[src/design/sphere_box_classify_macros.svh]
// Assertion helpers; the using module provides clk_i and rst_ni.
`ifndef SPHERE_BOX_CLASSIFY_MACROS_SVH
`define SPHERE_BOX_CLASSIFY_MACROS_SVH

// Same-cycle implication.
`define SBC_ASSERT_NOW(lbl, ante, cons) \
  lbl: assert property (@(posedge clk_i) disable iff (!rst_ni) (ante) |-> (cons)) \
    else $error("sphere_box_classify: same-cycle check failed");

// Next-cycle implication.
`define SBC_ASSERT_NXT(lbl, ante, cons) \
  lbl: assert property (@(posedge clk_i) disable iff (!rst_ni) (ante) |=> (cons)) \
    else $error("sphere_box_classify: next-cycle check failed");

`endif

[src/design/sbc_pkg.sv]
`default_nettype none

package sbc_pkg;

  localparam int CoordW  = 16;
  localparam int CentreW = 29;
  localparam int RadiusW = 24;
  localparam int CfgW    = 29;
  localparam int CfgIdxW = 2;

  // A distance of at least 2**MagW always squares past any radius squared.
  localparam int MagW = RadiusW;
  localparam int SqW  = 2 * MagW;
  localparam int SumW = SqW + 2;

  // 8 fractional bits
  localparam int FracOne = 256;
  localparam int Half    = 128;

  localparam logic [CfgIdxW-1:0] REG_CENTRE_X = 2'd0;
  localparam logic [CfgIdxW-1:0] REG_CENTRE_Y = 2'd1;
  localparam logic [CfgIdxW-1:0] REG_CENTRE_Z = 2'd2;
  localparam logic [CfgIdxW-1:0] REG_RADIUS   = 2'd3;

  typedef enum logic [1:0] {
    CLS_OUTSIDE = 2'd0,
    CLS_PARTIAL = 2'd1,
    CLS_INSIDE  = 2'd2
  } overlap_class_e;

  // Squared nearest/farthest distance on one axis; *_big means >= 2**SqW.
  typedef struct packed {
    logic           near_big;
    logic [SqW-1:0] near_sq;
    logic           far_big;
    logic [SqW-1:0] far_sq;
  } axis_sq_t;

endpackage

`default_nettype wire

[src/design/sbc_axis.sv]
`default_nettype none

// One axis: bounds, differences, magnitudes, squares. Four register stages.
module sbc_axis
  import sbc_pkg::*;
#(
  parameter int BOX_EDGE = 32
) (
  input  wire logic                      clk_i,
  input  wire logic                      en_i,
  input  wire logic signed [CoordW-1:0]  coord_i,
  input  wire logic signed [CentreW-1:0] centre_i,
  output axis_sq_t                       sq_o
);

  localparam int EdgeFix = BOX_EDGE * FracOne;
  localparam int EdgeW   = $clog2(EdgeFix + 1) + 1;
  localparam int BaseW   = CoordW + EdgeW;
  localparam int PosW    = BaseW + 1;
  localparam int DiffW   = ((PosW > CentreW) ? PosW : CentreW) + 1;
  localparam logic signed [EdgeW-1:0] EdgeK = EdgeW'(EdgeFix);

  logic signed [BaseW-1:0] base;
  logic signed [PosW-1:0]  lo_d, hi_d, lo_q, hi_q;
  logic signed [DiffW-1:0] dlo_d, dhi_d, dlo_q, dhi_q;
  logic [DiffW-1:0]        mag_lo, mag_hi, near_mag, far_mag;
  logic                    below, above;
  logic                    near_big_q, far_big_q;
  logic [MagW-1:0]         near_q, far_q;
  axis_sq_t                sq_q;

  // stage 1: voxel-centre bounds of the chunk
  assign base = coord_i * EdgeK;
  assign lo_d = PosW'(base) + PosW'(Half);
  assign hi_d = PosW'(base) + PosW'(EdgeFix - Half);

  // stage 2: centre minus each bound
  assign dlo_d = DiffW'(centre_i) - DiffW'(lo_q);
  assign dhi_d = DiffW'(centre_i) - DiffW'(hi_q);

  // stage 3: nearest and farthest magnitudes; ties keep the min bound
  assign mag_lo   = dlo_q[DiffW-1] ? DiffW'(-dlo_q) : DiffW'(dlo_q);
  assign mag_hi   = dhi_q[DiffW-1] ? DiffW'(-dhi_q) : DiffW'(dhi_q);
  assign below    = dlo_q[DiffW-1];
  assign above    = !dhi_q[DiffW-1] && (dhi_q != '0);
  assign near_mag = below ? mag_lo : (above ? mag_hi : '0);
  assign far_mag  = (mag_lo < mag_hi) ? mag_hi : mag_lo;

  always_ff @(posedge clk_i) begin
    if (en_i) begin
      lo_q       <= lo_d;
      hi_q       <= hi_d;
      dlo_q      <= dlo_d;
      dhi_q      <= dhi_d;
      near_big_q <= |near_mag[DiffW-1:MagW];
      far_big_q  <= |far_mag[DiffW-1:MagW];
      near_q     <= near_mag[MagW-1:0];
      far_q      <= far_mag[MagW-1:0];
      // stage 4: squares
      sq_q.near_big <= near_big_q;
      sq_q.far_big  <= far_big_q;
      sq_q.near_sq  <= SqW'(near_q * near_q);
      sq_q.far_sq   <= SqW'(far_q * far_q);
    end
  end

  assign sq_o = sq_q;

endmodule

`default_nettype wire

[config.mk]
export PLATFORM = sky130hd
export DESIGN_NAME = sbc_axis
export DESIGN_NICKNAME = d
export VERILOG_FILES = /design/src/design/sphere_box_classify_macros.svh /design/src/design/sbc_pkg.sv /design/src/design/sbc_axis.sv
export SDC_FILE = /design/constraint.sdc
export NUM_CORES = 2
export LEC_CHECK = 0
export BUFFER_PORTS_ARGS = -buffer_cell sky130_fd_sc_hd__buf_2
export CAP_MARGIN = 20
export CORE_MARGIN = 10
export CORE_UTILIZATION = 55
export CTS_CLUSTER_DIAMETER = 120
export CTS_CLUSTER_SIZE = 16
export DETAILED_ROUTE_END_ITERATION = 12
export HOLD_SLACK_MARGIN = 0.03
export PLACE_DENSITY = 0.84
export SYNTH_ARGS = -nofsm -noshare
export SYNTH_HDL_FRONTEND = slang
export SYNTH_SLANG_ARGS = --single-unit
[constraint.sdc]
create_clock -name clk_i -period 9.54 [get_ports clk_i]
set_input_delay 0.477 -clock clk_i [delete_from_list [all_inputs] [get_ports clk_i]]
set_output_delay 0.477 -clock clk_i [all_outputs]
set_load 0.01 [all_outputs]
==> summary.txt <==
Die Y -> 299 um
First-pass GRT wire length -> 163000 um
Compound-Gate Fraction of Synth Area -> 6.75%
Row count -> 102
GRT Overall Usage -> 22.3%
Clk pin slew, worst setup/hold paths -> 0.08 ns
Clock Path Buffers -> 3
Status -> finished clean
#FFs+latches synth -> 216
Detailed Place HPWL -> 81200 um
Period minus WS final -> 8.47 ns
Commonest cells after routing, fill and taps aside -> inv_1, fa_1, ha_1
Register area share after synthesis -> 15.1%
Total congestion overflow -> 0
Antenna violations before repair -> 7
Largest net degree at the start of global routing -> 144
Most common cell after layout, fill and taps aside -> inv_1
RD Place Congestion -> 0.933
Bufs and invs on worst path -> 7
Worst-Skew Late Latency -> 0.58 ns
RSZ-0062 raised after global routing -> false
H-tree depth -> 1
Finished Core Util -> 58.5%
Worst Path Arrival -> 8.78 ns
Post_cts resized -> 0
Die ar. -> 89500 um^2
Clk_skew -> 0.0425 ns
PortBufs -> 142
Top FF cell, synth -> edfxtp_1
DR vias/cell -> 5.38
Proportion of layout cells with a drive suffix above 1 -> 5.02%
Top delay family on crit path -> adder cells
Final TNS setup -> 0 ns
IO Count -> 145
CP max-delay cell -> edfxtp_1
Post-route DRC violation count -> 0
Maximum fanout along the worst path -> 21
Final ANT Viol Nets -> 0
Slew Viols, Final -> 0
Crit-path most repeated cell -> fa_1
Clk sink count -> 216
Hold_ws -> 0.0914 ns
Root Driver -> clkbuf_16
CTS tree -> done
Worst Path Required -> 9.85 ns
Fraction of registers with async set/reset -> 0%
Dpl ws -> 0.923 ns
Post-synth EDFFs -> 216
Main combinational cell family by area after synthesis -> adder cells
Max Fclk -> 118 MHz
Synth unique cells -> 68
Fin. Hold Viols -> 0
Initial Util -> 55.4%
Setup ws final -> 1.07 ns
Type of origin of the critical path -> register
Post-cts hold buffer count -> 0
Max-cap violations -> 0
Fin crit share -> 88.7%
Synth-to-layout area growth -> 5.51%
Post-synthesis mux area share -> 0.146%
Detailed Routing Iterations Pass 1 -> 5
# setup viols final -> 0
Adder-Cell Fraction of Synth Area -> 51.2%
Yosys warns -> 0
Hold Path Class -> in -> reg
Routed len/inst -> 17.6 um
Post-synthesis simple-gate area fraction -> 10.4%
Mapped cell area -> 42900 um^2
Fin nets -> 5785
Die width -> 299 um
Vias in the first global route -> 32300
Post-Synth XOR/XNOR Area -> 4.15%
Avg Inst Size Synth -> 9.65 um^2
Post-CTS Repair Setup Buffers -> 0
Slew margin rel. -> 25.8%
Vias -> 29800
Detailed Route WL -> 97400 um
WS Path Type -> reg -> reg
Core Box Area -> 77300 um^2
Initial DRC count -> 2112
Crit. End Element -> register
Max incr delay on CP -> 0.87 ns
CTS Buf Count -> 21
Slew of the pin with the lowest slew margin -> 1.11 ns
Cells after Synth -> 4439
-- worst paths after layout --
check / slack (ns) / startpoint / endpoint / depth (start not counted)
worst max-delay path: 1.07 / far_q[10] / sq_o[46] / 25
worst min-delay path: 0.09 / coord_i[1] / hi_q[14] / 1
worst max register to register: 1.07 / far_q[10] / sq_o[46] / 25
worst min register to register: 0.53 / near_big_q / sq_o[97] / 0
-- per-layer routing --
layer  GRT usage, %  wire [um]
met5              0         80
met4           6.17       2860
met3           4.45       8220
met2           36.9      46700
met1           29.7      39600
-- cell usage after synthesis (13+ instances only) --
cell type / instances / share of area (%)
nand2b_1: 13 / 0.19
clkbuf_1: 145 / 1.3
a21oi_1: 154 / 1.8
and2_1: 224 / 3.3
nand2_1: 387 / 3.4
o21a_1: 19 / 0.33
o21ai_0: 76 / 0.89
inv_1: 1232 / 11
fa_1: 844 / 39
or3_1: 19 / 0.28
ha_1: 404 / 12
o21bai_1: 21 / 0.37
nand3_1: 21 / 0.25
nor2b_1: 18 / 0.26
xor2_1: 84 / 1.7
a21o_1: 63 / 1.1
a31oi_1: 18 / 0.26
nor3_1: 20 / 0.23
xnor2_1: 119 / 2.4
edfxtp_1: 216 / 15
nor2_1: 144 / 1.3
nand4_1: 26 / 0.38
o31ai_1: 35 / 0.61
-- cell type report --
class	instances	area, um^2
fill	6295	32100
multi-input combinational	2843	31200
sequential	216	6490
inverter	1232	4620
tap	1040	1300
timing repair buffer	176	986
clock buffer	22	529
clock inverter	11	105
antenna	1	2.50
-- logic make-up after synthesis --
family | after synthesis
flops | 216
buf+inv | 1384
compound gates | 456
simple gates | 924
xor+xnor | 203
other cells | 2
fa+ha+maj | 1248
mux | 6
-- state kept, by name (all words and copies together) (netlist names) --
signal,flops
dhi_q,23
dlo_q,31
far_big_q,1
far_q,24
hi_q,16
near_big_q,1
near_q,24
sq_o,96
-- per-stage QoR --
step	instance area, um^2	cells
final	45200	5541
after global placement	44500	5504
after global routing	45200	5540
after CTS	45200	5538
after floorplan	42900	4443
after detailed placement	44600	5505
Power is not shown: default switching activity piles up to over one toggle a cycle in this logic, so the estimate is an artifact.
